--- src/hdl/aqc_pkg.sv ---
// shared widths, reset values and register indexes for the quantum calibrator
`default_nettype none

package aqc_pkg;

  // field widths
  localparam int unsigned CLOCK_W   = 32;
  localparam int unsigned QUANTUM_W = 17;
  localparam int unsigned TARGET_W  = 15;
  localparam int unsigned VISITS_W  = 7;
  localparam int unsigned TOTAL_W   = 64;
  localparam int unsigned PRELOAD_W = 16;
  localparam int unsigned PRODUCT_W = QUANTUM_W + TARGET_W;

  // digit-serial accumulator geometry
  localparam int unsigned DIGIT_W   = 4;
  localparam int unsigned DIGITS    = TOTAL_W / DIGIT_W;
  localparam int unsigned DIGIT_CNT_W = $clog2(DIGITS);

  // iteration counters of the shift-add and shift-subtract units
  localparam int unsigned MUL_CNT_W = $clog2(TARGET_W);
  localparam int unsigned DIV_CNT_W = $clog2(CLOCK_W);

  // reset values
  localparam logic [TARGET_W-1:0]  TARGET_RESET  = TARGET_W'(1000);
  localparam logic [QUANTUM_W-1:0] FLOOR_RESET   = QUANTUM_W'(256);
  localparam logic [QUANTUM_W-1:0] CEILING_RESET = QUANTUM_W'(65536);
  localparam logic [VISITS_W-1:0]  VISITS_RESET  = VISITS_W'(64);
  localparam logic [QUANTUM_W-1:0] QUANTUM_RESET = QUANTUM_W'(8192);

  // configuration register indexes
  typedef enum logic [1:0] {
    CFG_TARGET  = 2'd0,
    CFG_FLOOR   = 2'd1,
    CFG_CEILING = 2'd2,
    CFG_VISITS  = 2'd3
  } cfg_index_t;

endpackage

`default_nettype wire

--- src/hdl/aqc_serial_acc.sv ---
// digit-serial 64-bit opcode total, one 4-bit digit per cycle
`default_nettype none

module aqc_serial_acc (
  input  wire logic                           clk,
  input  wire logic                           rst,
  input  wire logic                           start,
  input  wire logic [aqc_pkg::QUANTUM_W-1:0]  addend_in,
  output logic                                done,
  output logic [aqc_pkg::TOTAL_W-1:0]         total
);

  logic [aqc_pkg::TOTAL_W-1:0]     sum;
  logic [aqc_pkg::TOTAL_W-1:0]     addend;
  logic                            carry;
  logic [aqc_pkg::DIGIT_CNT_W-1:0] count;
  logic                            busy;
  logic [aqc_pkg::DIGIT_W:0]       digit_sum;

  // one digit of the add, low digit first
  assign digit_sum = {1'b0, sum[aqc_pkg::DIGIT_W-1:0]}
                   + {1'b0, addend[aqc_pkg::DIGIT_W-1:0]}
                   + {{aqc_pkg::DIGIT_W{1'b0}}, carry};

  // rotate the total through the adder, shift the addend out beside it
  always_ff @(posedge clk) begin
    if (rst) begin
      sum   <= '0;
      busy  <= 1'b0;
      done  <= 1'b0;
      count <= '0;
      carry <= 1'b0;
    end else begin
      done <= 1'b0;
      if (start) begin
        addend <= {{(aqc_pkg::TOTAL_W - aqc_pkg::QUANTUM_W){1'b0}}, addend_in};
        carry  <= 1'b0;
        count  <= '0;
        busy   <= 1'b1;
      end else if (busy) begin
        sum    <= {digit_sum[aqc_pkg::DIGIT_W-1:0],
                   sum[aqc_pkg::TOTAL_W-1:aqc_pkg::DIGIT_W]};
        addend <= {{aqc_pkg::DIGIT_W{1'b0}}, addend[aqc_pkg::TOTAL_W-1:aqc_pkg::DIGIT_W]};
        carry  <= digit_sum[aqc_pkg::DIGIT_W];
        count  <= count + 1'b1;
        if (count == aqc_pkg::DIGIT_CNT_W'(aqc_pkg::DIGITS - 1)) begin
          busy <= 1'b0;
          done <= 1'b1;
        end
      end
    end
  end

  assign total = sum;

endmodule

`default_nettype wire

--- src/hdl/aqc_serial_mul.sv ---
// shift-add multiplier, one multiplier bit per cycle
`default_nettype none

module aqc_serial_mul (
  input  wire logic                           clk,
  input  wire logic                           rst,
  input  wire logic                           start,
  input  wire logic [aqc_pkg::QUANTUM_W-1:0]  multiplicand,
  input  wire logic [aqc_pkg::TARGET_W-1:0]   multiplier,
  output logic                                done,
  output logic [aqc_pkg::PRODUCT_W-1:0]       product
);

  logic [aqc_pkg::QUANTUM_W-1:0] mcand;
  logic [aqc_pkg::QUANTUM_W-1:0] hi;
  logic [aqc_pkg::TARGET_W-1:0]  lo;
  logic [aqc_pkg::MUL_CNT_W-1:0] count;
  logic                          busy;
  logic [aqc_pkg::QUANTUM_W:0]   part_sum;

  // add the multiplicand into the upper half when the low bit is set
  assign part_sum = {1'b0, hi} + (lo[0] ? {1'b0, mcand} : '0);

  always_ff @(posedge clk) begin
    if (rst) begin
      busy  <= 1'b0;
      done  <= 1'b0;
      count <= '0;
    end else begin
      done <= 1'b0;
      if (start) begin
        mcand <= multiplicand;
        hi    <= '0;
        lo    <= multiplier;
        count <= '0;
        busy  <= 1'b1;
      end else if (busy) begin
        hi    <= part_sum[aqc_pkg::QUANTUM_W:1];
        lo    <= {part_sum[0], lo[aqc_pkg::TARGET_W-1:1]};
        count <= count + 1'b1;
        if (count == aqc_pkg::MUL_CNT_W'(aqc_pkg::TARGET_W - 1)) begin
          busy <= 1'b0;
          done <= 1'b1;
        end
      end
    end
  end

  assign product = {hi, lo};

endmodule

`default_nettype wire

--- src/hdl/aqc_serial_div.sv ---
// restoring divider, one quotient bit per cycle, shared by both divisions
`default_nettype none

module aqc_serial_div (
  input  wire logic                          clk,
  input  wire logic                          rst,
  input  wire logic                          start,
  input  wire logic [aqc_pkg::CLOCK_W-1:0]   dividend,
  input  wire logic [aqc_pkg::CLOCK_W-1:0]   divisor,
  output logic                               done,
  output logic [aqc_pkg::CLOCK_W-1:0]        quotient
);

  logic [aqc_pkg::CLOCK_W-1:0]   rem;
  logic [aqc_pkg::CLOCK_W-1:0]   quo;
  logic [aqc_pkg::CLOCK_W-1:0]   dvs;
  logic [aqc_pkg::DIV_CNT_W-1:0] count;
  logic                          busy;
  logic [aqc_pkg::CLOCK_W:0]     trial;
  logic [aqc_pkg::CLOCK_W:0]     diff;
  logic                          fits;

  // bring down the next dividend bit and try the subtraction
  assign trial = {rem, quo[aqc_pkg::CLOCK_W-1]};
  assign diff  = trial - {1'b0, dvs};
  assign fits  = (trial >= {1'b0, dvs});

  always_ff @(posedge clk) begin
    if (rst) begin
      busy  <= 1'b0;
      done  <= 1'b0;
      count <= '0;
    end else begin
      done <= 1'b0;
      if (start) begin
        rem   <= '0;
        quo   <= dividend;
        dvs   <= divisor;
        count <= '0;
        busy  <= 1'b1;
      end else if (busy) begin
        rem   <= fits ? diff[aqc_pkg::CLOCK_W-1:0] : trial[aqc_pkg::CLOCK_W-1:0];
        quo   <= {quo[aqc_pkg::CLOCK_W-2:0], fits};
        count <= count + 1'b1;
        if (count == aqc_pkg::DIV_CNT_W'(aqc_pkg::CLOCK_W - 1)) begin
          busy <= 1'b0;
          done <= 1'b1;
        end
      end
    end
  end

  assign quotient = quo;

endmodule

`default_nettype wire

--- src/hdl/adaptive_quantum_calibrator_top.sv ---
// top level of the adaptive quantum calibrator: sequencer, state and result register
//
// One input beat is one visit carrying clock_now. Each visit gives exactly one
// result beat: preload, quantum, opcode_total and calibrated.
// in_ready is high while the sequencer is idle and rst is low; a visit is taken
// when in_valid and in_ready are both high. The opcode total is added one 4-bit
// digit per cycle; a visit without a division then loads its result register,
// and the next visit can be taken in the cycle after that load. A calibrating
// visit with a stored time and a nonzero visit count also runs the rate division,
// one quotient bit per cycle. When the rate is nonzero the 15-step shift-add
// multiply and the gain division follow, and the quantum is updated before the
// result register loads.
// The result sits in an output register; the next visit is accepted while an
// earlier result waits. A stalled receiver holds the finished visit in the
// sequencer until the result register frees, and in_ready stays low meanwhile.
// Configuration writes land on cfg_we with no wait; write only while idle.
// Reset restores the register defaults, quantum 8192, a zero total, a zero
// visit count and no stored calibration time, and empties the result register.
`default_nettype none

module adaptive_quantum_calibrator_top (
  input  wire logic                          clk,
  input  wire logic                          rst,
  input  wire logic                          in_valid,
  output logic                               in_ready,
  input  wire logic [aqc_pkg::CLOCK_W-1:0]   clock_now,
  output logic                               out_valid,
  input  wire logic                          out_ready,
  output logic [aqc_pkg::PRELOAD_W-1:0]      preload,
  output logic [aqc_pkg::QUANTUM_W-1:0]      quantum,
  output logic [aqc_pkg::TOTAL_W-1:0]        opcode_total,
  output logic                               calibrated,
  input  wire logic                          cfg_we,
  input  wire logic [1:0]                    cfg_index,
  input  wire logic [aqc_pkg::QUANTUM_W-1:0] cfg_data
);

  typedef enum logic [6:0] {
    S_IDLE     = 7'b0000001,
    S_ACC      = 7'b0000010,
    S_DIV_RATE = 7'b0000100,
    S_MUL      = 7'b0001000,
    S_DIV_GAIN = 7'b0010000,
    S_UPDATE   = 7'b0100000,
    S_DONE     = 7'b1000000
  } seq_state_t;

  seq_state_t state, state_next;

  // configuration registers
  logic [aqc_pkg::TARGET_W-1:0]  target_period;
  logic [aqc_pkg::QUANTUM_W-1:0] quantum_floor;
  logic [aqc_pkg::QUANTUM_W-1:0] quantum_ceiling;
  logic [aqc_pkg::VISITS_W-1:0]  visits_per_calibration;

  // calibrator state
  logic [aqc_pkg::QUANTUM_W-1:0] current_quantum;
  logic [aqc_pkg::VISITS_W-1:0]  visits_since;
  logic [aqc_pkg::CLOCK_W-1:0]   last_calibration_time;

  // per-visit working registers
  logic [aqc_pkg::CLOCK_W-1:0]   visit_clock;
  logic [aqc_pkg::VISITS_W-1:0]  visit_count;
  logic                          visit_cal;

  logic                          accept;
  logic                          out_free;
  logic [aqc_pkg::VISITS_W-1:0]  count_next;

  // unit handshakes
  logic                          acc_done;
  logic [aqc_pkg::TOTAL_W-1:0]   acc_total;
  logic                          mul_start;
  logic                          mul_done;
  logic [aqc_pkg::PRODUCT_W-1:0] mul_product;
  logic                          div_start;
  logic                          div_done;
  logic [aqc_pkg::CLOCK_W-1:0]   div_dividend;
  logic [aqc_pkg::CLOCK_W-1:0]   div_divisor;
  logic [aqc_pkg::CLOCK_W-1:0]   div_quotient;

  // correction arithmetic
  logic [aqc_pkg::CLOCK_W:0]     avg_sum;
  logic [aqc_pkg::CLOCK_W-1:0]   wanted;
  logic [aqc_pkg::CLOCK_W-1:0]   wanted_floored;
  logic [aqc_pkg::CLOCK_W-1:0]   wanted_clamped;

  assign accept     = in_valid & in_ready;
  assign in_ready   = (state == S_IDLE) & ~rst;
  assign out_free   = ~out_valid | out_ready;
  assign count_next = visits_since + 1'b1;

  // configuration writes
  always_ff @(posedge clk) begin
    if (rst) begin
      target_period          <= aqc_pkg::TARGET_RESET;
      quantum_floor          <= aqc_pkg::FLOOR_RESET;
      quantum_ceiling        <= aqc_pkg::CEILING_RESET;
      visits_per_calibration <= aqc_pkg::VISITS_RESET;
    end else if (cfg_we) begin
      case (aqc_pkg::cfg_index_t'(cfg_index))
        aqc_pkg::CFG_TARGET:  target_period          <= cfg_data[aqc_pkg::TARGET_W-1:0];
        aqc_pkg::CFG_FLOOR:   quantum_floor          <= cfg_data;
        aqc_pkg::CFG_CEILING: quantum_ceiling        <= cfg_data;
        aqc_pkg::CFG_VISITS:  visits_per_calibration <= cfg_data[aqc_pkg::VISITS_W-1:0];
        default: ;
      endcase
    end
  end

  // operand selection for the shared divider
  always_comb begin
    if (state == S_ACC) begin
      div_dividend = visit_clock - last_calibration_time;
      div_divisor  = {{(aqc_pkg::CLOCK_W - aqc_pkg::VISITS_W){1'b0}}, visit_count};
    end else begin
      div_dividend = mul_product;
      div_divisor  = div_quotient;
    end
  end

  // average with the old quantum, then floor before ceiling
  always_comb begin
    avg_sum = {{(aqc_pkg::CLOCK_W + 1 - aqc_pkg::QUANTUM_W){1'b0}}, current_quantum}
            + {1'b0, div_quotient};
    wanted  = avg_sum[aqc_pkg::CLOCK_W:1];
    wanted_floored = wanted;
    if (wanted < {{(aqc_pkg::CLOCK_W - aqc_pkg::QUANTUM_W){1'b0}}, quantum_floor}) begin
      wanted_floored = {{(aqc_pkg::CLOCK_W - aqc_pkg::QUANTUM_W){1'b0}}, quantum_floor};
    end
    wanted_clamped = wanted_floored;
    if (wanted_floored >
        {{(aqc_pkg::CLOCK_W - aqc_pkg::QUANTUM_W){1'b0}}, quantum_ceiling}) begin
      wanted_clamped = {{(aqc_pkg::CLOCK_W - aqc_pkg::QUANTUM_W){1'b0}}, quantum_ceiling};
    end
  end

  // sequencer
  always_comb begin
    state_next = state;
    div_start  = 1'b0;
    mul_start  = 1'b0;
    case (state)
      S_IDLE: begin
        if (accept) state_next = S_ACC;
      end
      S_ACC: begin
        if (acc_done) begin
          if (visit_cal && (last_calibration_time != '0) && (visit_count != '0)) begin
            div_start  = 1'b1;
            state_next = S_DIV_RATE;
          end else begin
            state_next = S_DONE;
          end
        end
      end
      S_DIV_RATE: begin
        if (div_done) begin
          if (div_quotient != '0) begin
            mul_start  = 1'b1;
            state_next = S_MUL;
          end else begin
            state_next = S_DONE;
          end
        end
      end
      S_MUL: begin
        if (mul_done) begin
          div_start  = 1'b1;
          state_next = S_DIV_GAIN;
        end
      end
      S_DIV_GAIN: begin
        if (div_done) state_next = S_UPDATE;
      end
      S_UPDATE: begin
        state_next = S_DONE;
      end
      S_DONE: begin
        if (out_free) state_next = S_IDLE;
      end
      default: state_next = S_IDLE;
    endcase
  end

  always_ff @(posedge clk) begin
    if (rst) begin
      state <= S_IDLE;
    end else begin
      state <= state_next;
    end
  end

  // visit capture and calibrator state
  always_ff @(posedge clk) begin
    if (rst) begin
      current_quantum       <= aqc_pkg::QUANTUM_RESET;
      visits_since          <= '0;
      last_calibration_time <= '0;
    end else begin
      if (state == S_UPDATE) begin
        current_quantum <= wanted_clamped[aqc_pkg::QUANTUM_W-1:0];
      end
      if ((state == S_DONE) && out_free) begin
        if (visit_cal) begin
          last_calibration_time <= visit_clock;
          visits_since          <= '0;
        end else begin
          visits_since <= visit_count;
        end
      end
    end
  end

  always_ff @(posedge clk) begin
    if (accept) begin
      visit_clock <= clock_now;
      visit_count <= count_next;
      visit_cal   <= (count_next >= visits_per_calibration);
    end
  end

  // result register
  always_ff @(posedge clk) begin
    if (rst) begin
      out_valid <= 1'b0;
    end else if ((state == S_DONE) && out_free) begin
      out_valid <= 1'b1;
    end else if (out_ready) begin
      out_valid <= 1'b0;
    end
  end

  always_ff @(posedge clk) begin
    if ((state == S_DONE) && out_free) begin
      preload      <= aqc_pkg::PRELOAD_W'(0) - current_quantum[aqc_pkg::PRELOAD_W-1:0];
      quantum      <= current_quantum;
      opcode_total <= acc_total;
      calibrated   <= visit_cal;
    end
  end

  aqc_serial_acc u_acc (
    .clk       (clk),
    .rst       (rst),
    .start     (accept),
    .addend_in (current_quantum),
    .done      (acc_done),
    .total     (acc_total)
  );

  aqc_serial_mul u_mul (
    .clk          (clk),
    .rst          (rst),
    .start        (mul_start),
    .multiplicand (current_quantum),
    .multiplier   (target_period),
    .done         (mul_done),
    .product      (mul_product)
  );

  aqc_serial_div u_div (
    .clk      (clk),
    .rst      (rst),
    .start    (div_start),
    .dividend (div_dividend),
    .divisor  (div_divisor),
    .done     (div_done),
    .quotient (div_quotient)
  );

endmodule

`default_nettype wire

--- config.mk ---
export PLATFORM = sky130hd
export DESIGN_NAME = adaptive_quantum_calibrator_top
export DESIGN_NICKNAME = d
export VERILOG_FILES = /design/src/hdl/aqc_pkg.sv /design/src/hdl/aqc_serial_acc.sv /design/src/hdl/aqc_serial_mul.sv /design/src/hdl/aqc_serial_div.sv /design/src/hdl/adaptive_quantum_calibrator_top.sv
export SDC_FILE = /design/constraint.sdc
export NUM_CORES = 1
export LEC_CHECK = 0
export BUFFER_PORTS_ARGS = -buffer_cell sky130_fd_sc_hd__buf_2
export CORE_UTILIZATION = 39
export CTS_BUF_LIST = sky130_fd_sc_hd__clkbuf_8 sky130_fd_sc_hd__clkbuf_16
export DETAILED_ROUTE_END_ITERATION = 16
export PLACE_DENSITY_LB_ADDON = 0.1
export SYNTH_ARGS = -nofsm -noshare
export SYNTH_HDL_FRONTEND = slang
export SYNTH_HIERARCHICAL = 1
export SYNTH_SLANG_ARGS = --single-unit
--- constraint.sdc ---
create_clock -name clk -period 7.25 [get_ports clk]
set_input_delay 2.175 -clock clk [delete_from_list [all_inputs] [get_ports clk]]
set_output_delay 2.175 -clock clk [all_outputs]
set_load 0.01 [all_outputs]
== Yosys cells after proc, flatten, opt, wreduce, memory -nomap -nowiden ==
Cells that the tools add are included.

* Magnitude comparators: 4
* Reduce and logical (&&, ||, !) cells: 29
* Add/subtract/negate cells: 11
* Multiplexer cells: 45
* Bitwise operators: 9
* Eq/ne operators: 19

{| class="wikitable"
|+ Operator list
! operator !! number
|-
| 2-to-1 mux 32 bit || 6
|-
| 2-to-1 mux 7 bit || 10
|-
| 2-to-1 mux 17 bit || 4
|-
| nonzero test 32 bit || 2
|-
| subtractor 32 bit || 2
|-
| 2-to-1 mux 60 bit || 1
|-
| one-hot mux 7 bit (7 select lines) || 1
|-
| adder 17 x 32 -> 33 bit || 1
|-
| >= comparator 33 x 32 -> 1 bit || 1
|-
| > comparator 32 x 17 -> 1 bit || 1
|-
| < comparator 32 x 17 -> 1 bit || 1
|-
| 2-to-1 mux 15 bit || 2
|-
| AND reduction 2 bit || 11
|-
| 2-to-1 mux 1 bit || 20
|-
| adder 17 x 18 -> 18 bit || 1
|-
| subtractor 1 x 16 -> 16 bit, first input constant || 1
|-
| OR reduction 3 bit || 3
|-
| adder 4 x 1 -> 4 bit, second input constant || 2
|-
| equality test 4 bit, second input constant || 2
|-
| inequality test 2 x 1 -> 1 bit, second input constant || 4
|-
| nonzero test 2 bit || 4
|-
| adder 7 x 1 -> 7 bit, second input constant || 1
|-
| equality test 7 x 1 -> 1 bit, second input constant || 1
|-
| equality test 7 x 2 -> 1 bit, second input constant || 1
|-
| 22 further kinds || 34
|}

* Output and inout bits: 100
* Register bits: 547
* Input port bits: 56

== Longest topological paths before layout ==
Gate-level depths: netlist (run 1).

* Depth after elaboration: 8
* Gate-level depth with buffers: 31
* Depth with buffers taken out: 28

== Modules after synthesis ==
The synthesis (run 1) kept the hierarchy.

{| class="wikitable"
|+ By module, submodules not included
! module !! instances !! cells an instance !! area an instance (sq um)
|-
| adaptive_quantum_calibrator_top || 1 || 1518 || 14154.8
|-
| aqc_serial_div || 1 || 536 || 6048.3
|-
| aqc_serial_acc || 1 || 359 || 3347.0
|-
| aqc_serial_mul || 1 || 245 || 2919.0
|}

== Worst setup path before layout (run 1) ==
No wires, ideal clock.

* Kind: input to register
* From: input out_ready
* To: register calibrated (enable)
* Stages: 2
* Setup slack: 0.052 ns
* Arrival time: 6.635 ns
* Data required time: 6.686 ns
* Path buffers: 0
* Cell sequence: nand2b_1 nor2b_1

* Longest elaborated chain between the ends: 2

{| class="wikitable"
|+ RTL lines
! element !! line !! source
|-
| start: declaration || adaptive_quantum_calibrator_top.sv:28 || <nowiki>input wire logic out_ready,</nowiki>
|-
| bitwise OR 1 bit || adaptive_quantum_calibrator_top.sv:90 || <nowiki>assign out_free = ~out_valid | out_ready;</nowiki>
|-
| logical AND 1 bit || adaptive_quantum_calibrator_top.sv:235 || <nowiki>if ((state == S_DONE) && out_free) begin</nowiki>
|-
| end signal: assignment || adaptive_quantum_calibrator_top.sv:239 || <nowiki>calibrated <= visit_cal;</nowiki>
|-
| end: declaration || adaptive_quantum_calibrator_top.sv:32 || <nowiki>output logic calibrated,</nowiki>
|}

Every way passes these cells.
A chain may end at the register's enable or synchronous reset.

== Worst setup path in the final report (run 1) ==
* From: register u_div.quo, in the netlist u_div/quotient[0]
* To: register current_quantum[14] in the netlist's numbering

* Longest elaborated chain between the ends: 5

{| class="wikitable"
|+ RTL lines
! element !! line !! source
|-
| start: declaration || aqc_serial_div.sv:15 || <nowiki>logic [aqc_pkg::CLOCK_W-1:0] quo;</nowiki>
|-
| start signal: assignment || aqc_serial_div.sv:37 || <nowiki>quo <= dividend;</nowiki>
|-
| start signal: assignment || aqc_serial_div.sv:43 || <nowiki>quo <= {quo[aqc_pkg::CLOCK_W-2:0], fits};</nowiki>
|-
| adder 17 x 32 -> 33 bit (*) || adaptive_quantum_calibrator_top.sv:125 || <nowiki>+ {1'b0, div_quotient};</nowiki>
|-
| < comparator 32 x 17 -> 1 bit || adaptive_quantum_calibrator_top.sv:128 || <nowiki>if (wanted < {{(aqc_pkg::CLOCK_W - aqc_pkg::QUANTUM_W){1'b0}}, quantum_floor}) begin</nowiki>
|-
| 2-to-1 mux 32 bit (*) || adaptive_quantum_calibrator_top.sv:128 ||
|-
| > comparator 32 x 17 -> 1 bit || adaptive_quantum_calibrator_top.sv:132 || <nowiki>if (wanted_floored ></nowiki>
|-
| 2-to-1 mux 17 bit (*) || adaptive_quantum_calibrator_top.sv:132 ||
|-
| end signal: assignment || adaptive_quantum_calibrator_top.sv:197 || <nowiki>current_quantum <= aqc_pkg::QUANTUM_RESET;</nowiki>
|-
| end signal: assignment || adaptive_quantum_calibrator_top.sv:202 || <nowiki>current_quantum <= wanted_clamped[aqc_pkg::QUANTUM_W-1:0];</nowiki>
|-
| end: declaration || adaptive_quantum_calibrator_top.sv:57 || <nowiki>logic [aqc_pkg::QUANTUM_W-1:0] current_quantum;</nowiki>
|}

Mark *: on every way between the ends. The rest lies on a longest branch, timed or not.

==> impl_metrics.xml, run 1 <==
<?xml version="1.0" encoding="UTF-8"?>
<metrics>
  <group name="critical_path">
    <metric name="timing.critical_path.from_type" unit="">register</metric>
    <metric name="critical_path_required" unit="ns">7.73</metric>
    <metric name="critical-path-slowest-cell" unit="">sky130_fd_sc_hd__or3_4</metric>
    <metric name="cp_max_fo" unit="">29</metric>
    <metric name="critPathCaptureType" unit="">register</metric>
    <metric name="max_stage_delay" unit="ns">0.56</metric>
    <metric name="cp_data_arrival_time" unit="ns">7.01</metric>
    <metric name="worstSetupPathType" unit="">reg2reg</metric>
  </group>
  <group name="power_and_ir_drop">
    <metric name="power_report.internal_total" unit="mW">4.71</metric>
    <metric name="sequentialPowerShare" unit="%">50.2</metric>
    <metric name="p_comb_share" unit="%">4.1</metric>
    <metric name="power_density" unit="mW/mm^2">204</metric>
    <metric name="p_sw_share" unit="%">22.9</metric>
    <metric name="switchingPower" unit="mW">1.39</metric>
    <metric name="ir_drop_worst_case_vdd" unit="uV">189</metric>
    <metric name="total_power" unit="mW">6.10</metric>
    <metric name="p_leak" unit="nW">11.4</metric>
    <metric name="relative_contribution_of_the_clock_network_to_total_power" unit="%">45.7</metric>
  </group>
  <group name="timing">
    <metric name="final.period_utilization" unit="%">90.1</metric>
    <metric name="setup_clock_skew_after_layout" unit="ns">0.0186</metric>
    <metric name="post_layout_minimum_cycle_time" unit="ns">6.53</metric>
    <metric name="tightest_slew" unit="ns">1.25</metric>
    <metric name="setup-tns-final" unit="ns">0</metric>
    <metric name="hold_viol_final" unit="">0</metric>
    <metric name="setup_viol" unit="">0</metric>
    <metric name="drv_slew" unit="">0</metric>
    <metric name="timing.fmax" unit="MHz">153</metric>
    <metric name="rsz0062_at_grt" unit="">false</metric>
    <metric name="worst_setup_slack_after_layout" unit="ns">0.715</metric>
    <metric name="max_slew_margin" unit="%">17.0</metric>
    <metric name="fin_hold_ws" unit="ns">0.454</metric>
  </group>
  <group name="route">
    <metric name="route.vias.total" unit="">19700</metric>
    <metric name="drt_first_pass_iters" unit="">6</metric>
    <metric name="viasPerCell" unit="">5.31</metric>
    <metric name="detail_route.drc_violations" unit="">0</metric>
    <metric name="first_iter_violations" unit="">1584</metric>
    <metric name="final_antenna_net_count" unit="">0</metric>
    <metric name="detail_route.wl_per_cell" unit="um">19.8</metric>
    <metric name="totalWireLength" unit="mm">73.3</metric>
  </group>
  <group name="synthesis">
    <metric name="syn_inst" unit="">2658</metric>
    <metric name="synth_seq_area_share" unit="%">49.4</metric>
    <metric name="ys_warn_count" unit="">6</metric>
    <metric name="ys.flop_type" unit="">sky130_fd_sc_hd__edfxtp_1</metric>
    <metric name="synthesized_nets" unit="">2866</metric>
    <metric name="yosys_register_bits" unit="">503</metric>
    <metric name="synth_edf_count" unit="">299</metric>
    <metric name="postSynth.asyncResetShare" unit="%">0</metric>
    <metric name="ys_types" unit="">92</metric>
    <metric name="netlist_area" unit="mm^2">0.0265</metric>
    <metric name="syn_avg_cell_area" unit="um^2">9.96</metric>
  </group>
  <group name="die">
    <metric name="die_y" unit="um">263</metric>
    <metric name="core.rowCount" unit="">95</metric>
    <metric name="initial_core_util" unit="%">39.4</metric>
    <metric name="fp.dieArea" unit="mm^2">0.0689</metric>
    <metric name="die_width" unit="um">263</metric>
    <metric name="core-area" unit="mm^2">0.0672</metric>
    <metric name="boundaryPins" unit="">156</metric>
  </group>
  <group name="cts">
    <metric name="latest_clock_arrival_within_the_worst_skew_pair" unit="ns">0.63</metric>
    <metric name="cts_setup_buffers" unit="">0</metric>
    <metric name="clk_pin_slew_worst_paths" unit="ns">0.06</metric>
    <metric name="ctsHtreeMaxLevel" unit="">2</metric>
    <metric name="cts_root_buffer" unit="">sky130_fd_sc_hd__clkbuf_16</metric>
    <metric name="tritoncts_num_sinks" unit="">503</metric>
    <metric name="numCtsBuffers" unit="">56</metric>
    <metric name="cts.hold.buffers_added" unit="">0</metric>
    <metric name="cts-root-to-sink-buffers" unit="">3</metric>
    <metric name="post_cts_resized" unit="">0</metric>
    <metric name="cts_tree" unit="">built</metric>
  </group>
  <group name="place">
    <metric name="dpl.hpwl" unit="mm">53.6</metric>
    <metric name="port_buffers" unit="">155</metric>
    <metric name="gp_congestion" unit="">0.898</metric>
    <metric name="pre_cts_slack" unit="ns">0.836</metric>
  </group>
  <group name="layout">
    <metric name="mostFrequentLayoutCells" unit="">428 x sky130_fd_sc_hd__nand2_1, 299 x sky130_fd_sc_hd__edfxtp_1, 250 x sky130_fd_sc_hd__a21oi_1, 204 x sky130_fd_sc_hd__dfxtp_1</metric>
    <metric name="final_common_cell" unit="">sky130_fd_sc_hd__nand2_1</metric>
    <metric name="num-nets-final" unit="">2995</metric>
    <metric name="layout.filler_cells" unit="">6450</metric>
    <metric name="area.growth.synth_to_final" unit="%">13.0</metric>
    <metric name="utilization" unit="%">44.5</metric>
    <metric name="final_layout_size_suffix_gt1_share" unit="%">14.4</metric>
  </group>
  <group name="grt">
    <metric name="grt_first_pass_wirelength" unit="mm">114</metric>
    <metric name="overflow" unit="">0</metric>
    <metric name="first_global_vias" unit="">19300</metric>
    <metric name="grt_max_degree" unit="">133</metric>
    <metric name="initial_antenna_violation_count" unit="">4</metric>
    <metric name="track_usage" unit="%">20.9</metric>
  </group>
  <group name="hold_path">
    <metric name="holdCritPathClass" unit="">reg2reg</metric>
  </group>
  <group name="outcome">
    <metric name="outcome" unit="">finished clean</metric>
  </group>
  <group name="flow_run">
    <metric name="cap_violations" unit="">0</metric>
  </group>
</metrics>
per-stage QoR:
stage / instance area, um^2 / cells
detailed placement: 28100 / 3602
global placement: 28100 / 3602
finish: 29900 / 3709
global route: 29900 / 3708
floorplan: 26500 / 2658
CTS: 29900 / 3708
critical path, delay by kind of cell (launching register included):
kind | cells | cell delay [ns]
buf+inv | 1 | 0.25
simple gates | 6 | 1.47
compound gates | 15 | 2.58
mux | 1 | 0.34
xor+xnor | 1 | 0.29
flops | 1 | 0.46
fa+ha+maj | 3 | 1.01
final cells by class:
| class | count | area (um^2) | area share, % |
|---|---|---|---|
| multi-input combinational | 1898 | 12300 | 41.2 |
| clock buffer | 68 | 1610 | 5.39 |
| sequential | 503 | 13100 | 43.7 |
| tap | 873 | 1090 | 3.65 |
| clock inverter | 38 | 234 | 0.782 |
| inverter | 136 | 510 | 1.71 |
| timing repair buffer | 192 | 1070 | 3.59 |
| antenna | 1 | 2.50 | 0.00837 |
power groups by stage:
stage | Clock, mW | Sequential (mW) | Combinational (mW)
floorplan | 0 | 3.11 | 0.177
global placement | 0 | 3.13 | 0.248
detailed placement | 0 | 3.13 | 0.251
CTS | 2.88 | 3.06 | 0.252
global route | 2.97 | 3.07 | 0.278
finish | 2.79 | 3.06 | 0.250
final timing paths:
check	slack (ns)	from	cells after the start	endpoint
worst max-delay path	0.72	u_div/quotient[0]	27	current_quantum[14]
worst min-delay path	0.45	u_acc/total[22]	0	opcode_total[22]
worst max register to register	0.72	u_div/quotient[0]	27	current_quantum[14]
worst min register to register	0.45	u_acc/total[22]	0	opcode_total[22]
synthesized netlist by cell type (18+ instances only):
master	instances	area share [%]
sky130_fd_sc_hd__o21ai_0	99	1.9
sky130_fd_sc_hd__mux2i_1	52	2.0
sky130_fd_sc_hd__and2_1	54	1.3
sky130_fd_sc_hd__nand4_1	34	0.80
sky130_fd_sc_hd__inv_1	135	1.9
sky130_fd_sc_hd__edfxtp_1	299	34
sky130_fd_sc_hd__dfxtp_1	204	15
sky130_fd_sc_hd__nor2_1	157	2.2
sky130_fd_sc_hd__mux2_2	78	3.3
sky130_fd_sc_hd__xnor2_1	57	1.9
sky130_fd_sc_hd__nor4_1	23	0.54
sky130_fd_sc_hd__nand3b_1	21	0.60
sky130_fd_sc_hd__a21o_1	52	1.5
sky130_fd_sc_hd__buf_2	21	0.40
sky130_fd_sc_hd__xor2_1	55	1.8
sky130_fd_sc_hd__nand2_1	429	6.1
sky130_fd_sc_hd__nand3_1	50	0.95
sky130_fd_sc_hd__clkbuf_1	80	1.1
sky130_fd_sc_hd__and3_1	18	0.43
sky130_fd_sc_hd__ha_1	146	6.9
sky130_fd_sc_hd__nor2b_1	27	0.64
sky130_fd_sc_hd__a21oi_1	250	4.7
sky130_fd_sc_hd__nor3_1	38	0.72
sky130_fd_sc_hd__nand2b_1	22	0.52
metal layers:
layer	wire, um	global-route usage, %	vias to the layer above
li1	-	-	9720
met1	32800	27.4	9422
met2	35800	36.2	430
met3	3030	2.76	112
met4	1720	5.63	2
met5	13	0	-
state kept, by name (all words and copies together) (netlist names), 32 cells and up:
signal,cells
visit_clock,32
u_div/quotient,32
last_calibration_time,32
u_div/rem,32
opcode_total,64
u_div/dvs,32
u_acc/total,64
cell families after synthesis:
| kind of cell | Yosys count | synth area share, % |
|---|---|---|
| adders and majority gates | 152 | 7.36 |
| DFF | 503 | 49.4 |
| and+or+nand+nor | 928 | 16.3 |
| buffers and inverters | 257 | 4.22 |
| muxes | 133 | 5.44 |
| xor gates and xnor gates | 112 | 3.71 |
| AOI/OAI and AO/OA | 573 | 13.6 |
(Power assumes the default switching activity.)
==> run 2: changes to the inputs <==
--- a/config.mk
+++ b/config.mk
@@ -9,7 +9,6 @@
 export CORE_UTILIZATION = 39
 export CTS_BUF_LIST = sky130_fd_sc_hd__clkbuf_8 sky130_fd_sc_hd__clkbuf_16
 export DETAILED_ROUTE_END_ITERATION = 16
-export PLACE_DENSITY_LB_ADDON = 0.1
 export SYNTH_ARGS = -nofsm -noshare
 export SYNTH_HDL_FRONTEND = slang
 export SYNTH_HIERARCHICAL = 1
==> run 2 against run 1 <==
Effect of this change: the run now ends with DRC left; register-to-register slack got worse by 0.15 ns; sequential share of layout area down 0.26 points; routed wire length decreased by 4.6%; die area unchanged; via count increased by 1.5%; critical path depth down 1; final area increased by 0.61%; first-iteration DRC count decreased by 6.0%; sequential power about the same.
==> impl_metrics.xml, run 2 (synthesis results as in run 1) <==
<?xml version="1.0" encoding="UTF-8"?>
<metrics>
  <group name="outcome">
    <metric name="outcome" unit="">finished with violations</metric>
    <metric name="failing_checks" unit="">DRC</metric>
  </group>
  <group name="timing">
    <metric name="setup-tns-final" unit="ns">0</metric>
    <metric name="max_slew_margin" unit="%">22.1</metric>
    <metric name="drv_slew" unit="">0</metric>
    <metric name="setup_viol" unit="">0</metric>
    <metric name="timing.fmax" unit="MHz">150</metric>
    <metric name="rsz0062_at_grt" unit="">false</metric>
    <metric name="setup_clock_skew_after_layout" unit="ns">0.0135</metric>
    <metric name="hold_viol_final" unit="">0</metric>
    <metric name="tightest_slew" unit="ns">1.16</metric>
    <metric name="worst_setup_slack_after_layout" unit="ns">0.562</metric>
    <metric name="post_layout_minimum_cycle_time" unit="ns">6.69</metric>
    <metric name="final.period_utilization" unit="%">92.2</metric>
  </group>
  <group name="grt">
    <metric name="first_global_vias" unit="">19600</metric>
    <metric name="track_usage" unit="%">19.9</metric>
    <metric name="grt_max_degree" unit="">163</metric>
    <metric name="overflow" unit="">0</metric>
    <metric name="grt_first_pass_wirelength" unit="mm">110</metric>
    <metric name="initial_antenna_violation_count" unit="">3</metric>
  </group>
  <group name="layout">
    <metric name="num-nets-final" unit="">2992</metric>
    <metric name="area.growth.synth_to_final" unit="%">13.7</metric>
    <metric name="final_common_cell" unit="">sky130_fd_sc_hd__nand2_1</metric>
    <metric name="layout.filler_cells" unit="">6300</metric>
    <metric name="final_layout_size_suffix_gt1_share" unit="%">14.7</metric>
    <metric name="mostFrequentLayoutCells" unit="">428 x sky130_fd_sc_hd__nand2_1, 299 x sky130_fd_sc_hd__edfxtp_1, 250 x sky130_fd_sc_hd__a21oi_1, 204 x sky130_fd_sc_hd__dfxtp_1</metric>
  </group>
  <group name="route">
    <metric name="top_signal_layer_used" unit="">met4</metric>
    <metric name="wl_met1" unit="mm">31.1</metric>
    <metric name="detail_route.wl_per_cell" unit="um">18.9</metric>
    <metric name="routed-wl-met3" unit="mm">3.14</metric>
    <metric name="totalWireLength" unit="mm">69.9</metric>
    <metric name="final_antenna_net_count" unit="">0</metric>
    <metric name="routed-wl-met2" unit="mm">33.4</metric>
    <metric name="route.vias.total" unit="">20000</metric>
    <metric name="first_iter_violations" unit="">1489</metric>
    <metric name="drt_first_pass_iters" unit="">11</metric>
    <metric name="detail_route.drc_violations" unit="">4</metric>
    <metric name="viasPerCell" unit="">5.39</metric>
  </group>
  <group name="critical_path">
    <metric name="critical-path-top-delay-family" unit="">compound AO/OA/AOI/OAI gates</metric>
    <metric name="crit-reg2reg-launch" unit="">u_div/quotient[0]</metric>
    <metric name="worstSetupPathType" unit="">reg2reg</metric>
    <metric name="timing.critical_path.from_type" unit="">register</metric>
    <metric name="critPathCaptureType" unit="">register</metric>
    <metric name="timing.rr.end" unit="">current_quantum[1]</metric>
    <metric name="r2r_cells" unit="">26</metric>
    <metric name="rrSetupSlack" unit="ns">0.56</metric>
    <metric name="cp_data_arrival_time" unit="ns">7.20</metric>
    <metric name="path_buf_inv" unit="">2</metric>
    <metric name="critical-path-slowest-cell" unit="">sky130_fd_sc_hd__or3_4</metric>
    <metric name="cp_max_fo" unit="">29</metric>
    <metric name="max_stage_delay" unit="ns">0.55</metric>
    <metric name="critical_path_required" unit="ns">7.76</metric>
  </group>
  <group name="cts">
    <metric name="tritoncts_num_sinks" unit="">503</metric>
    <metric name="cts_root_buffer" unit="">sky130_fd_sc_hd__clkbuf_16</metric>
    <metric name="ctsHtreeMaxLevel" unit="">2</metric>
    <metric name="clk_pin_slew_worst_paths" unit="ns">0.06</metric>
    <metric name="latest_clock_arrival_within_the_worst_skew_pair" unit="ns">0.62</metric>
    <metric name="cts.hold.buffers_added" unit="">0</metric>
    <metric name="cts_tree" unit="">built</metric>
    <metric name="numCtsBuffers" unit="">55</metric>
    <metric name="cts-root-to-sink-buffers" unit="">3</metric>
    <metric name="cts_setup_buffers" unit="">0</metric>
    <metric name="post_cts_resized" unit="">0</metric>
  </group>
  <group name="die">
    <metric name="die_width" unit="um">263</metric>
    <metric name="fp.dieArea" unit="mm^2">0.0689</metric>
    <metric name="boundaryPins" unit="">156</metric>
    <metric name="core-area" unit="mm^2">0.0672</metric>
    <metric name="core.rowCount" unit="">95</metric>
    <metric name="initial_core_util" unit="%">39.4</metric>
    <metric name="die_y" unit="um">263</metric>
  </group>
  <group name="place">
    <metric name="pre_cts_slack" unit="ns">0.653</metric>
    <metric name="dpl.hpwl" unit="mm">50.9</metric>
    <metric name="gp_congestion" unit="">0.898</metric>
    <metric name="port_buffers" unit="">155</metric>
  </group>
  <group name="hold_path">
    <metric name="holdCritPathClass" unit="">reg2reg</metric>
    <metric name="worst_hold_path.endpoint" unit="">quantum_ceiling[5]</metric>
    <metric name="whs_path_depth" unit="">2</metric>
    <metric name="worst_hold_startpoint" unit="">quantum_ceiling[5]</metric>
  </group>
  <group name="power_and_ir_drop">
    <metric name="power_density" unit="mW/mm^2">214</metric>
    <metric name="p_leak" unit="nW">11.4</metric>
    <metric name="ir_drop_worst_case_vdd" unit="uV">182</metric>
  </group>
  <group name="flow_run">
    <metric name="cap_violations" unit="">0</metric>
  </group>
</metrics>
run 2: changes by cell type in the layout (fill, tap and decap cells not counted), sizes merged:
cell	previous run	this run
clkbuf	68	60
clkinvlp	2	4
bufinv	0	13
clkinv	20	17
buf	192	190
inv	152	146
run 2: worst max-delay path by stage:
stage,startpoint,endpoint,depth (start not counted)
2_1_floorplan,out_ready,calibrated,2
3_3_place_gp,u_div/quotient[0],current_quantum[1],29
3_5_place_dp,u_div/quotient[0],current_quantum[1],26
4_1_cts,u_div/quotient[0],current_quantum[1],26
5_1_grt,u_div/quotient[0],current_quantum[1],28
6_report,u_div/quotient[0],current_quantum[1],26
run 2: metrics by stage:
step                      hold WS, ns  std cells  cell area, um^2  utilization (%)  power (mW)
after detailed placement        0.444       3600            28000             41.8        3.38
after global placement          0.443       3600            28000             41.8        3.37
after floorplan                 0.430       2658            26500                -        3.29
final                           0.457       3705            30100             44.8        6.45
after CTS                       0.457       3704            30100             44.8        6.51
after global routing            0.470       3704            30100             44.8        6.65
run 2: power breakdown:
group	switching, mW	internal, mW
Sequential	0.0257	3.04
Clock	1.22	1.91
Combinational	0.163	0.0887
run 2: routing by layer:
metal / vias up / GRT usage, %
li1: 9722 / -
met1: 9627 / 25.9
met2: 503 / 33.8
met4: 0 / 7.34
met3: 126 / 2.55
met5: - / 0
run 2: worst reg2reg max path, delay by kind of cell, from the launching register on:
kind | cells | cell delay, ns
adder cells (fa/ha/maj) | 3 | 1.04
flip-flops | 1 | 0.47
AO/OA/AOI/OAI | 15 | 2.86
XOR/XNOR | 1 | 0.33
AND/OR/NAND/NOR | 4 | 1.04
multiplexers | 1 | 0.36
buffers and inverters | 2 | 0.46
run 2: final cells by class:
type | count | area (um^2) | share of cell area, %
antenna | 1 | 2.50 | 0.00832
tap | 873 | 1090 | 3.63
timing repair buffer | 190 | 1060 | 3.51
clock inverter | 44 | 597 | 1.98
sequential | 503 | 13100 | 43.4
inverter | 136 | 510 | 1.70
clock buffer | 60 | 1450 | 4.80
multi-input combinational | 1898 | 12300 | 41.0
==> run 3: changes to the inputs <==
--- a/config.mk
+++ b/config.mk
@@ -7,9 +7,9 @@
 export LEC_CHECK = 0
 export BUFFER_PORTS_ARGS = -buffer_cell sky130_fd_sc_hd__buf_2
 export CORE_UTILIZATION = 39
-export CTS_BUF_LIST = sky130_fd_sc_hd__clkbuf_8 sky130_fd_sc_hd__clkbuf_16
+export CTS_BUF_LIST = sky130_fd_sc_hd__clkbuf_4 sky130_fd_sc_hd__clkbuf_8
+export CTS_CLUSTER_DIAMETER = 100
 export DETAILED_ROUTE_END_ITERATION = 16
 export SYNTH_ARGS = -nofsm -noshare
 export SYNTH_HDL_FRONTEND = slang
-export SYNTH_HIERARCHICAL = 1
 export SYNTH_SLANG_ARGS = --single-unit
==> run 3 against run 2 <==
Effect of this change: the run now ends clean; combinational power rose by 14%; register-to-register slack improved by 0.15 ns; setup slack improved by 0.15 ns; non-clock buffer count rose by 3; clock-buffer cell count rose by 63; cell count rose by 0.46%; maximum frequency rose by 2.3%; first-iteration DRC count fell by 10%; clock skew rose by 0.038 ns; largest cell class unchanged; highest routed layer unchanged.
==> impl_metrics.xml, run 3 <==
<?xml version="1.0" encoding="UTF-8"?>
<metrics>
  <group name="route">
    <metric name="route.vias.total" unit="">19800</metric>
    <metric name="drt_first_pass_iters" unit="">7</metric>
    <metric name="totalWireLength" unit="mm">70.0</metric>
    <metric name="viasPerCell" unit="">5.32</metric>
    <metric name="detail_route.wl_per_cell" unit="um">18.8</metric>
    <metric name="final_antenna_net_count" unit="">0</metric>
    <metric name="detail_route.drc_violations" unit="">0</metric>
    <metric name="first_iter_violations" unit="">1337</metric>
  </group>
  <group name="timing">
    <metric name="rsz0062_at_grt" unit="">false</metric>
    <metric name="setup_viol" unit="">0</metric>
    <metric name="hold_viol_final" unit="">0</metric>
    <metric name="post_layout_minimum_cycle_time" unit="ns">6.54</metric>
    <metric name="setup_clock_skew_after_layout" unit="ns">0.0516</metric>
    <metric name="setup-tns-final" unit="ns">0</metric>
    <metric name="final.period_utilization" unit="%">90.2</metric>
    <metric name="tightest_slew" unit="ns">1.21</metric>
    <metric name="drv_slew" unit="">0</metric>
    <metric name="timing.fmax" unit="MHz">153</metric>
    <metric name="max_slew_margin" unit="%">19.3</metric>
  </group>
  <group name="hold_path">
    <metric name="holdCritPathClass" unit="">reg2reg</metric>
  </group>
  <group name="synthesis">
    <metric name="synth_edf_count" unit="">299</metric>
    <metric name="postSynth.asyncResetShare" unit="%">0</metric>
    <metric name="syn_avg_cell_area" unit="um^2">9.78</metric>
    <metric name="synth_top_cell_area_share" unit="%">34.9</metric>
    <metric name="ys_warn_count" unit="">0</metric>
    <metric name="ys.flop_type" unit="">sky130_fd_sc_hd__edfxtp_1</metric>
    <metric name="netlist_area" unit="mm^2">0.0257</metric>
    <metric name="yosys_register_bits" unit="">503</metric>
    <metric name="ys_types" unit="">85</metric>
    <metric name="synth_area_leader_cell" unit="">sky130_fd_sc_hd__edfxtp_1</metric>
    <metric name="synthesized_nets" unit="">2837</metric>
    <metric name="synth_area_leaders" unit="">sky130_fd_sc_hd__edfxtp_1 35%, sky130_fd_sc_hd__dfxtp_1 16%, sky130_fd_sc_hd__ha_1 7.1%</metric>
    <metric name="syn_inst" unit="">2629</metric>
    <metric name="netlist_top_cells_count" unit="">461 x sky130_fd_sc_hd__nand2_1, 299 x sky130_fd_sc_hd__edfxtp_1, 279 x sky130_fd_sc_hd__a21oi_1, 204 x sky130_fd_sc_hd__dfxtp_1, 174 x sky130_fd_sc_hd__nor2_1</metric>
    <metric name="yosysMostFrequentCell" unit="">sky130_fd_sc_hd__nand2_1</metric>
    <metric name="synth_seq_area_share" unit="%">50.8</metric>
  </group>
  <group name="die">
    <metric name="initial_core_util" unit="%">39.7</metric>
    <metric name="core.rowCount" unit="">93</metric>
    <metric name="core-area" unit="mm^2">0.0648</metric>
    <metric name="fp.dieArea" unit="mm^2">0.0669</metric>
    <metric name="die_y" unit="um">259</metric>
    <metric name="boundaryPins" unit="">156</metric>
    <metric name="die_width" unit="um">259</metric>
  </group>
  <group name="power_and_ir_drop">
    <metric name="p_leak" unit="nW">11.3</metric>
    <metric name="ir_drop_worst_case_vdd" unit="uV">153</metric>
    <metric name="power_density" unit="mW/mm^2">209</metric>
  </group>
  <group name="grt">
    <metric name="overflow" unit="">0</metric>
    <metric name="grt_first_pass_wirelength" unit="mm">108</metric>
    <metric name="first_global_vias" unit="">19200</metric>
    <metric name="initial_antenna_violation_count" unit="">1</metric>
    <metric name="track_usage" unit="%">20.7</metric>
    <metric name="grt_max_degree" unit="">83</metric>
  </group>
  <group name="critical_path">
    <metric name="critPathCaptureType" unit="">register</metric>
    <metric name="critical-path-top-delay-family" unit="">compound AO/OA/AOI/OAI gates</metric>
    <metric name="cp_data_arrival_time" unit="ns">7.05</metric>
    <metric name="max_stage_delay" unit="ns">0.44</metric>
    <metric name="cp_max_fo" unit="">30</metric>
    <metric name="critical-path-slowest-cell" unit="">sky130_fd_sc_hd__edfxtp_1</metric>
    <metric name="timing.critical_path.from_type" unit="">register</metric>
    <metric name="critical_path_required" unit="ns">7.76</metric>
    <metric name="crit_path_frequent_cell" unit="">sky130_fd_sc_hd__a21oi_1</metric>
    <metric name="worstSetupPathType" unit="">reg2reg</metric>
    <metric name="path_buf_inv" unit="">2</metric>
  </group>
  <group name="outcome">
    <metric name="outcome" unit="">finished clean</metric>
  </group>
  <group name="cts">
    <metric name="ctsHtreeMaxLevel" unit="">3</metric>
    <metric name="cts-root-to-sink-buffers" unit="">3</metric>
    <metric name="tritoncts_num_sinks" unit="">503</metric>
    <metric name="cts.hold.buffers_added" unit="">0</metric>
    <metric name="cts_tree" unit="">built</metric>
    <metric name="cts_root_buffer" unit="">sky130_fd_sc_hd__clkbuf_8</metric>
    <metric name="latest_clock_arrival_within_the_worst_skew_pair" unit="ns">0.71</metric>
    <metric name="cts_setup_buffers" unit="">0</metric>
    <metric name="clk_pin_slew_worst_paths" unit="ns">0.06</metric>
    <metric name="post_cts_resized" unit="">0</metric>
    <metric name="numCtsBuffers" unit="">86</metric>
  </group>
  <group name="layout">
    <metric name="mostFrequentLayoutCells" unit="">460 x sky130_fd_sc_hd__nand2_1, 299 x sky130_fd_sc_hd__edfxtp_1, 279 x sky130_fd_sc_hd__a21oi_1, 204 x sky130_fd_sc_hd__dfxtp_1, 168 x sky130_fd_sc_hd__nor2_1</metric>
    <metric name="area.growth.synth_to_final" unit="%">13.9</metric>
    <metric name="final_common_cell" unit="">sky130_fd_sc_hd__nand2_1</metric>
    <metric name="layout.filler_cells" unit="">6157</metric>
    <metric name="final_standard_cell_count_with_taps_included_and_fillers_excluded" unit="">3722</metric>
    <metric name="num-nets-final" unit="">3000</metric>
    <metric name="final_layout_size_suffix_gt1_share" unit="%">14.0</metric>
  </group>
  <group name="place">
    <metric name="dpl.hpwl" unit="mm">50.7</metric>
    <metric name="placed_cells" unit="">3559</metric>
    <metric name="gp_congestion" unit="">0.958</metric>
    <metric name="port_buffers" unit="">155</metric>
  </group>
  <group name="flow_run">
    <metric name="cap_violations" unit="">0</metric>
  </group>
</metrics>
==> run 3: cell types whose count changed after synthesis, moves of 17 or more <==
cell | before | now
sky130_fd_sc_hd__nand2_1 | 429 | 461
sky130_fd_sc_hd__and3_1 | 18 | 35
sky130_fd_sc_hd__xor2_1 | 55 | 37
sky130_fd_sc_hd__o21ai_0 | 99 | 80
sky130_fd_sc_hd__nor2_1 | 157 | 174
sky130_fd_sc_hd__mux2_2 | 78 | 16
sky130_fd_sc_hd__a21o_1 | 52 | 31
sky130_fd_sc_hd__a21oi_1 | 250 | 279
sky130_fd_sc_hd__mux2i_1 | 52 | 88
==> run 3: worst paths after layout <==
path / depth (start not counted) / slack [ns] / from / to
max: 29 / 0.71 / u_div.quotient[0] / current_quantum[1]
min: 0 / 0.43 / u_acc.total[43] / opcode_total[43]
max reg2reg: 29 / 0.71 / u_div.quotient[0] / current_quantum[1]
min reg2reg: 0 / 0.43 / u_acc.total[43] / opcode_total[43]
==> run 3: cells by family after synthesis <==
logic type / count (synthesis) / share of synthesized area, %
compound gates: 549 / 12.8
mux: 105 / 4.19
xor+xnor: 110 / 3.75
fa+ha+maj: 152 / 7.57
flops: 503 / 50.8
simple gates: 954 / 16.9
buf+inv: 256 / 3.97
==> run 3: worst reg2reg max path: cells and delay by family, from the launching register on <==
family                   cells  cell delay (ns)
AND/OR/NAND/NOR              8             1.20
multiplexers                 1             0.24
AO/OA/AOI/OAI               14             2.64
buffers and inverters        2             0.61
adder cells (fa/ha/maj)      3             1.00
flip-flops                   1             0.44
XOR/XNOR                     1             0.23
==> run 3: power breakdown <==
group	internal [mW]	switching, mW
logic	0.0947	0.190
registers	3.05	0.0323
clock network	1.51	1.25
==> run 3: per-stage QoR <==
| stage | setup WS, ns | util, % | hold WS [ns] | instance area, um^2 | power [mW] |
|---|---|---|---|---|---|
| 2_1_floorplan | 1.30 | - | 0.430 | 25700 | 3.32 |
| 5_1_grt | 0.202 | 45.2 | 0.442 | 29300 | 6.37 |
| 3_5_place_dp | 0.855 | 42.3 | 0.442 | 27400 | 3.43 |
| 3_3_place_gp | 0.937 | 42.3 | 0.437 | 27400 | 3.42 |
| 6_report | 0.712 | 45.2 | 0.426 | 29300 | 6.13 |
| 4_1_cts | 0.783 | 45.2 | 0.418 | 29300 | 6.20 |
==> run 3: final cells by class <==
type                       count  area (um^2)  area share [%]
sequential                   503        13100            44.6
antenna                        1         2.50         0.00855
clock buffer                 123         1500            5.12
timing repair buffer         193         1070            3.64
multi-input combinational   1870        11700            39.9
clock inverter                39          367            1.25
tap                          855         1070            3.65
inverter                     138          520            1.78
==> run 3: metal layers <==
metal / up-vias / global-route usage [%] / routed length, um
met4: 0 / 8.53 / 2250
met2: 546 / 33.1 / 32400
met1: 9469 / 27.5 / 31500
met5: - / 0 / 0
met3: 113 / 4.02 / 3910
li1: 9677 / - / -
